File: config.mk
export PLATFORM = sky130hd
export DESIGN_NAME = prt_ctrl
export DESIGN_NICKNAME = d
export VERILOG_FILES = /design/src/sv/prt_pkg.sv /design/src/sv/prt_ctrl.sv
export SDC_FILE = /design/constraint.sdc
export NUM_CORES = 1
export LEC_CHECK = 0
export BUFFER_PORTS_ARGS = -buffer_cell sky130_fd_sc_hd__buf_2
export CORE_MARGIN = 2
export CORE_UTILIZATION = 44
export CTS_CLUSTER_DIAMETER = 50
export DETAILED_ROUTE_END_ITERATION = 8
export PLACE_DENSITY = 0.76
export SYNTH_ARGS = -nofsm -noshare
export SYNTH_HDL_FRONTEND = slang
export SYNTH_SLANG_ARGS = --single-unit
File: constraint.sdc
create_clock -name clk -period 1.5 [get_ports clk]
set_input_delay 0.075 -clock clk [delete_from_list [all_inputs] [get_ports clk]]
set_output_delay 0.075 -clock clk [all_outputs]
set_load 0.01 [all_outputs]
File: src/sv/prt_pkg.sv
// ----------------------------------------------------------------------------
// prt_pkg
// shared types and constants for the path reservation table
// ----------------------------------------------------------------------------
package prt_pkg;

  localparam int NUM_LOCATIONS_DEF = 1024;
  localparam int HORIZON_DEF       = 256;
  localparam int MAX_AGENTS_DEF    = 256;

  // request operation codes
  localparam logic [2:0] OP_CONFLICT = 3'd0;
  localparam logic [2:0] OP_BLOCKED  = 3'd1;
  localparam logic [2:0] OP_INSERT   = 3'd2;
  localparam logic [2:0] OP_DELETE   = 3'd3;
  localparam logic [2:0] OP_OCCUPANT = 3'd4;

  // configuration register indexes
  localparam logic [1:0] CFG_HORIZON_LAST = 2'd0;
  localparam logic [1:0] CFG_AGENT_COUNT  = 2'd1;

  localparam logic [7:0] HORIZON_LAST_RST = 8'd255;
  localparam logic [8:0] AGENT_COUNT_RST  = 9'd256;

  typedef enum logic [3:0] {
    ST_CLEAR,
    ST_IDLE,
    ST_RL,
    ST_WL,
    ST_SCAN_RD,
    ST_SCAN_CK,
    ST_RX,
    ST_WX,
    ST_Q1,
    ST_Q2,
    ST_Q3,
    ST_Q4,
    ST_FIN
  } state_t;

  typedef enum logic [2:0] {
    RD_L,
    RD_X,
    RD_LPREV,
    RD_P,
    RD_SCAN
  } rd_sel_t;

  typedef struct packed {
    logic    clear;
    logic    latch;
    logic    start;
    logic    wr_l;
    logic    wr_x;
    logic    scan_init;
    logic    scan_x;
    logic    scan_dec;
    logic    scan_fin;
    logic    cap1;
    logic    cap2;
    logic    cap3;
    logic    load_out;
    rd_sel_t rd_sel;
  } cmd_t;

  typedef struct packed {
    logic clr_done;
    logic do_x;
    logic scan_l;
    logic scan_xn;
    logic scan_neg;
    logic scan_hit;
    logic out_free;
  } sts_t;

endpackage

File: src/sv/prt_ctrl.sv
// ----------------------------------------------------------------------------
// prt_ctrl
// controller: sequences memory reads, updates, rescans and the result load
// ----------------------------------------------------------------------------
module prt_ctrl (
  input  logic          clk,
  input  logic          rst,
  input  logic          s_tvalid,
  output logic          s_tready,
  input  prt_pkg::sts_t sts,
  output prt_pkg::cmd_t cmd
);

  prt_pkg::state_t state, state_next;
  logic scan_on_x, scan_on_x_next;

  always_ff @(posedge clk) begin
    if (rst) begin
      state     <= prt_pkg::ST_CLEAR;
      scan_on_x <= 1'b0;
    end else begin
      state     <= state_next;
      scan_on_x <= scan_on_x_next;
    end
  end

  always_comb begin
    state_next     = state;
    scan_on_x_next = scan_on_x;
    cmd            = '0;
    cmd.rd_sel     = prt_pkg::RD_L;
    s_tready       = 1'b0;
    case (state)
      prt_pkg::ST_CLEAR: begin
        cmd.clear = 1'b1;
        if (sts.clr_done) state_next = prt_pkg::ST_IDLE;
      end
      prt_pkg::ST_IDLE: begin
        s_tready  = 1'b1;
        cmd.latch = s_tvalid;
        if (s_tvalid) state_next = prt_pkg::ST_RL;
      end
      prt_pkg::ST_RL: begin
        cmd.start  = 1'b1;
        state_next = prt_pkg::ST_WL;
      end
      prt_pkg::ST_WL: begin
        cmd.wr_l = 1'b1;
        if (sts.scan_l) begin
          cmd.scan_init  = 1'b1;
          scan_on_x_next = 1'b0;
          state_next     = prt_pkg::ST_SCAN_RD;
        end else if (sts.do_x) begin
          state_next = prt_pkg::ST_RX;
        end else begin
          state_next = prt_pkg::ST_Q1;
        end
      end
      prt_pkg::ST_SCAN_RD: begin
        cmd.rd_sel = prt_pkg::RD_SCAN;
        if (sts.scan_neg) begin
          cmd.scan_fin = 1'b1;
          state_next   = (!scan_on_x && sts.do_x) ? prt_pkg::ST_RX : prt_pkg::ST_Q1;
        end else begin
          state_next = prt_pkg::ST_SCAN_CK;
        end
      end
      prt_pkg::ST_SCAN_CK: begin
        cmd.rd_sel = prt_pkg::RD_SCAN;
        if (sts.scan_hit) begin
          cmd.scan_fin = 1'b1;
          state_next   = (!scan_on_x && sts.do_x) ? prt_pkg::ST_RX : prt_pkg::ST_Q1;
        end else begin
          cmd.scan_dec = 1'b1;
          state_next   = prt_pkg::ST_SCAN_RD;
        end
      end
      prt_pkg::ST_RX: begin
        cmd.rd_sel = prt_pkg::RD_X;
        state_next = prt_pkg::ST_WX;
      end
      prt_pkg::ST_WX: begin
        cmd.wr_x = 1'b1;
        if (sts.scan_xn) begin
          cmd.scan_init  = 1'b1;
          cmd.scan_x     = 1'b1;
          scan_on_x_next = 1'b1;
          state_next     = prt_pkg::ST_SCAN_RD;
        end else begin
          state_next = prt_pkg::ST_Q1;
        end
      end
      prt_pkg::ST_Q1: begin
        cmd.rd_sel = prt_pkg::RD_L;
        state_next = prt_pkg::ST_Q2;
      end
      prt_pkg::ST_Q2: begin
        cmd.cap1   = 1'b1;
        cmd.rd_sel = prt_pkg::RD_LPREV;
        state_next = prt_pkg::ST_Q3;
      end
      prt_pkg::ST_Q3: begin
        cmd.cap2   = 1'b1;
        cmd.rd_sel = prt_pkg::RD_P;
        state_next = prt_pkg::ST_Q4;
      end
      prt_pkg::ST_Q4: begin
        cmd.cap3   = 1'b1;
        state_next = prt_pkg::ST_FIN;
      end
      prt_pkg::ST_FIN: begin
        if (sts.out_free) begin
          cmd.load_out = 1'b1;
          state_next   = prt_pkg::ST_IDLE;
        end
      end
      default: state_next = prt_pkg::ST_CLEAR;
    endcase
  end

  a_accept_starts: assert property (@(posedge clk) disable iff (rst)
    (s_tvalid && s_tready) |=> (state == prt_pkg::ST_RL))
    else $error("accepted request did not start the sequence");

  a_scan_pairs: assert property (@(posedge clk) disable iff (rst)
    (state == prt_pkg::ST_SCAN_CK) |-> ($past(state) == prt_pkg::ST_SCAN_RD))
    else $error("scan check without a scan read");

  a_load_frees: assert property (@(posedge clk) disable iff (rst)
    cmd.load_out |=> (state == prt_pkg::ST_IDLE) && s_tready)
    else $error("result load did not return to idle");

endmodule
==> results of run 1 <==
==> logic make-up after synthesis <==
kind of cell           Yosys count  synth area share, %
AO/OA/AOI/OAI                   19                 21.4
flip-flops                       5                 17.4
buffers and inverters           11                 11.5
multiplexers                     2                 3.49
AND/OR/NAND/NOR                 46                 44.7
XOR/XNOR                         1                 1.53
==> power by group through the flow <==
stage               Sequential, uW  Clock [uW]  Combinational (uW)
floorplan                      200           0                 528
global placement               263           0                 617
detailed placement             266           0                 628
CTS                            267         158                 631
global route                   296         169                 698
finish                         281         150                 637
==> stage by stage <==
stage | area [um2] | utilization (%) | setup WS, ps | power, uW | std cells
floorplan | 574 | - | 263 | 728 | 84
global placement | 724 | 57.8 | 171 | 881 | 125
detailed placement | 724 | 57.8 | 137 | 894 | 125
CTS | 752 | 60.0 | 34.2 | 1060 | 129
global route | 759 | 60.6 | 0.713 | 1160 | 129
finish | 759 | 60.6 | 113 | 1070 | 129
==> worst max-delay path: stages (launching register included) <==
cell and delay (ps):
dfxtp_1 410, nand2b_2 200, nor2_1 50, or2_2 280, buf_2 140
==> Yosys cell counts, drive strengths merged <==
library cell,instances
nor2,12
nor3,10
nand2b,9
buf,7
dfxtp,5
o21ai,5
a21oi,4
a31oi,4
inv,4
nand2,4
and3,3
mux2i,2
o31ai,2
or2,2
a211oi,1
a21o,1
a311oi,1
and2,1
nand3b,1
nand4bb,1
nor2b,1
nor4,1
o32ai,1
or3,1
xnor2,1
==> routing by layer <==
metal	vias to the layer above	global-route usage [%]
met5	-	0
met4	0	0
met3	0	7.22
met2	27	39.5
met1	307	25.2
li1	357	-
==> registers in the layout (all words and copies together) (netlist names) <==
register	cells
scan_on_x	1
state	4
==> area by class of cell <==
type / instances / share of cell area, %
Clock buffer: 4 / 3.46
Timing Repair Buffer: 33 / 24.1
Inverter: 4 / 1.98
Multi-Input combinational cell: 68 / 54.0
Sequential cell: 5 / 14.0
Tap cell: 15 / 2.47
==> worst max-delay path by stage <==
stage               cells past startpoint  slack, ps                   from                    end
floorplan                               5        260  state[3]$_SDFFE_PP0P_                 cmd[1]
global placement                        4        170  state[1]$_SDFFE_PP0P_  state[1]$_SDFFE_PP0P_
detailed placement                      5        140  state[0]$_SDFFE_PP0P_  state[2]$_SDFFE_PP0P_
CTS                                     4         30  state[1]$_SDFFE_PP0P_                 cmd[1]
global route                            4        0.7  state[2]$_SDFFE_PP0P_                 cmd[1]
finish                                  4        110  state[2]$_SDFFE_PP0P_                 cmd[1]
==> cell usage in the layout, fill, tap and decap left out, drive strengths merged, types with 3 or more instances in the layout <==
cell type,instances
dfxtp,5
clkbuf,4
nand2b,9
inv,4
a31oi,4
a21oi,4
nor2,12
nand2,4
o21ai,5
nor3,10
and3,3
buf,33
==> repair_timing <==
item                                    in CTS  in global routing
pin swaps                                    0                  0
gates resized for setup                      1                  4
endpoints found under the setup margin       2                  9
hold buffers                                 0                  0
hold endpoints to repair                     0                  0
==> run summary, run 1 <==
Sw frac: 44.8%
Die height: 40.1 um
CP arrival: 1310 ps
Peak supply drop: 0.000821 V
Antenna violations before repair: 0
Part of the cycle the worst path needs: 92.5%
I/O Buffers: 26
Reg area: 106 um2
Drt wl/cell: 11.6 um
Root buffer cell: clkbuf_4
Status: finished clean
Number of max-slew violations in the final report: 0
Final RePlAce weighted congestion: 0.875
PwrDens: 1410 nW/um2
FF+latch count, synth: 5
Max-cap violations: 0
Met2 routed WL: 694 um
Clock latency on the worst-skew pair: 230 ps
Antenna viol nets, final: 0
Library cells used by synthesis: 32
Filler instances: 114
Largest net degree at the start of global routing: 16
Core Region: 1250 um2
Crit-path max FO: 6
CTS Sinks: 5
Drt drc: 0
Reg2reg start: state[3]$_SDFFE_PP0P_
Wl on met1: 683 um
Mapped Cells: 84
DIE WIDTH: 40.1 um
Leakage power total: 0.000370 uW
Layout area overhead: 32.2%
Synth top area share: 17.4%
Comb power frac: 59.7%
FF-to-FF setup slack: 240 ps
Avg Inst Size Synth: 6.84 um2
Hold Path Stages: 2
Hold Path End: state[3]$_SDFFE_PP0P_
Crit Path Class: reg2out
DP HPWL: 1210 um
Largest buffer count on any clock path: 2
Routed vias/inst: 5.36
CTS tree: yes
Max layer used: met3
Setup TNS: 0 ps
Top cells by area, synth: dfxtp_1 (17%), nand2b_1 (8.7%), nor3_1 (7.8%), nor2_1 (7.8%), buf_4 (5.2%)
H-tree depth: 1
Clock-pin slew on the worst setup and hold paths: 40 ps
Die area: 1610 um2
Mapped Nets: 94
Routed length on met3: 121 um
Seq/Total Area, Yosys: 17.4%
Final Setup Violations: 0
Mapped cell area: 574 um2
Vias in the first global route: 569
IO Pins: 27
Inserted Diodes: 0
1st-pass router iterations: 4
Hold Fails Final Rpt: 0
Multi-input gate area: 410 um2
Hold WS: 58.2 ps
Worst Tran Pin Value: 296 ps
Kind of end point of the critical path: primary output
Tightest Hold Check Type: in2reg
Post-layout min period: 1390 ps
RSZ-0062 raised after global routing: no
RR Endpoint: state[2]$_SDFFE_PP0P_
Grt ovf: 0
Worst Clk Skew: 3.53 ps
Crit path required time: 1420 ps
Clk network pwr share: 14.0%
Critical Path Start Type: flop
CTS Buf Count: 3
Seq pwr share: 26.3%
Worst r2r path cells: 5
Final nets: 125
Drt initial violations: 11
# rows: 13
Highest clock rate: 721 MHz
Internal Power: 590 uW
Tot GR Track Use: 21.5%
First-pass GRT wire length: 2320 um
Synth Warn #: 0
Slew HR: 80.1%
Min-Delay Startpoint: rst
Starting Density: 45.9%
Post-CTS Setup Bufs: 0
Share of layout cells above drive strength 1: 39.5%
Drt total wl: 1500 um
DR vias: 691
Cell taking the most area after synthesis: dfxtp_1
Psw: 478 uW
No activity file was read; power rests on OpenSTA's default activity.
==> run 2: changes to the inputs <==
REMOVE_ABC_BUFFERS = 1   (was default)
==> run summary, run 2 (synthesis gave the netlist of run 1 again) <==
Crit Path Class: reg2out
Drt total wl: 1570 um
Clock latency on the worst-skew pair: 240 ps
CP Buf/Inv Count: 2
DIE WIDTH: 40.1 um
Core Region: 1250 um2
Die area: 1610 um2
Grt ovf: 0
Commonest non-fill, non-tap cell in the layout: buf_2
Leakage power total: 0.000376 uW
CTS Sinks: 5
RSZ-0062 raised after global routing: no
Drt drc: 0
Final nets: 125
Inserted Diodes: 0
Layout area overhead: 34.6%
Most frequent cells in the layout: buf_2 (26), nor2_1 (12), nor3_1 (8)
Part of the cycle the worst path needs: 93.4%
Max reg flops: 4
Hold Fails Final Rpt: 0
Filler instances: 109
Cell Count, Final, Fillers Out: 129
CP delay by family, top: simple AND/OR/NAND/NOR gates
Antenna violations before repair: 0
Slew HR: 81.8%
Placed Area: 724 um2
Final worst-path setup slack: 98.7 ps
Kind of end point of the critical path: primary output
I/O Buffers: 26
Setup TNS: 0 ps
Final RePlAce weighted congestion: 0.823
CTS tree: yes
Critical Path Start Type: flop
Cell with the largest stage delay on the worst path: dfxtp_1
CP max stage delay: 350 ps
Tightest Hold Check Type: in2reg
Hold WS: 69.6 ps
Largest buffer count on any clock path: 2
Root buffer cell: clkbuf_4
Vias in the first global route: 564
Crit-path max FO: 12
Starting Density: 45.9%
Status: finished clean
PwrDens: 1430 nW/um2
Drt wl/cell: 12.1 um
Routed vias/inst: 5.67
Worst path cell trace: buf_6 -> nand2b_4 -> nor2_1 -> or2_2 -> buf_2
IO Pins: 27
Post-CTS Setup Bufs: 0
Final Setup Violations: 0
Die height: 40.1 um
Number of max-slew violations in the final report: 0
Inst Count DP: 125
Largest reg by FF count: state
First-pass GRT wire length: 2330 um
Post-layout min period: 1400 ps
Highest clock rate: 714 MHz
CTS Buf Count: 3
Antenna viol nets, final: 0
Largest registers: state: 4 flops, scan_on_x: 1 flops
Peak supply drop: 0.000845 V
Setup WS pre-CTS: 144 ps
DR vias: 731
Worst Tran Pin Value: 272 ps
Design area: 773 um2
Tot GR Track Use: 21.2%
# rows: 13
Clock-pin slew on the worst setup and hold paths: 50 ps
Share of layout cells above drive strength 1: 40.4%
Largest net degree at the start of global routing: 13
Max-cap violations: 0
DP HPWL: 1210 um
Drt initial violations: 18
H-tree depth: 1
Crit path required time: 1420 ps
CP arrival: 1330 ps
Worst Clk Skew: 0.509 ps
1st-pass router iterations: 4
-- run 2: cell types whose count changed in the layout (fill, tap and decap cells not counted) --
cell and change:
nor3_2 +1, buf_6 +1, nand2b_4 +1, nand2b_2 -1, buf_4 -1, nor3_1 -1
-- run 2: layout make-up --
cell class                      count  area [um2]  share of cell area (%)
Clock buffer                        4        26.3                    3.40
Inverter                            4        15.0                    1.94
Multi-Input combinational cell     68         420                    54.4
Sequential cell                     5         106                    13.8
Tap cell                           15        18.8                    2.43
Timing Repair Buffer               33         186                    24.1
-- run 2: per-stage QoR --
stage               power [uW]  utilization (%)
CTS                       1070             60.1
global placement           890             57.8
detailed placement         911             57.8
floorplan                  664                -
finish                    1110             61.7
global route              1200             61.7
-- run 2: final timing paths --
| path | from | endpoint | slack [ps] | cells after the start |
|---|---|---|---|---|
| worst min register to register | scan_on_x$_SDFFE_PP0P_ | scan_on_x$_SDFFE_PP0P_ | 510 | 2 |
| worst max register to register | state[3]$_SDFFE_PP0P_ | state[3]$_SDFFE_PP0P_ | 210 | 5 |
| worst max-delay path | state[3]$_SDFFE_PP0P_ | cmd[1] | 100 | 5 |
| worst min-delay path | rst | state[2]$_SDFFE_PP0P_ | 70 | 2 |
-- run 2: power by group --
group	internal, uW	switching, uW	leakage [uW]
Combinational	327	339	0.000319
Sequential	182	102	0.0000422
Clock	101	58.2	0.0000150
-- run 2: timing repair --
action                                  4_1_cts  5_1_grt
resized for setup                             2        5
endpoints found under the setup margin        2        2
hold buffers                                  0        0
-- run 2: layer usage --
layer / wire length (um) / GRT usage, %
met1: 686 / 27.0
met2: 771 / 37.9
met5: 0 / 0
met3: 82 / 1.67
met4: 25 / 5.17
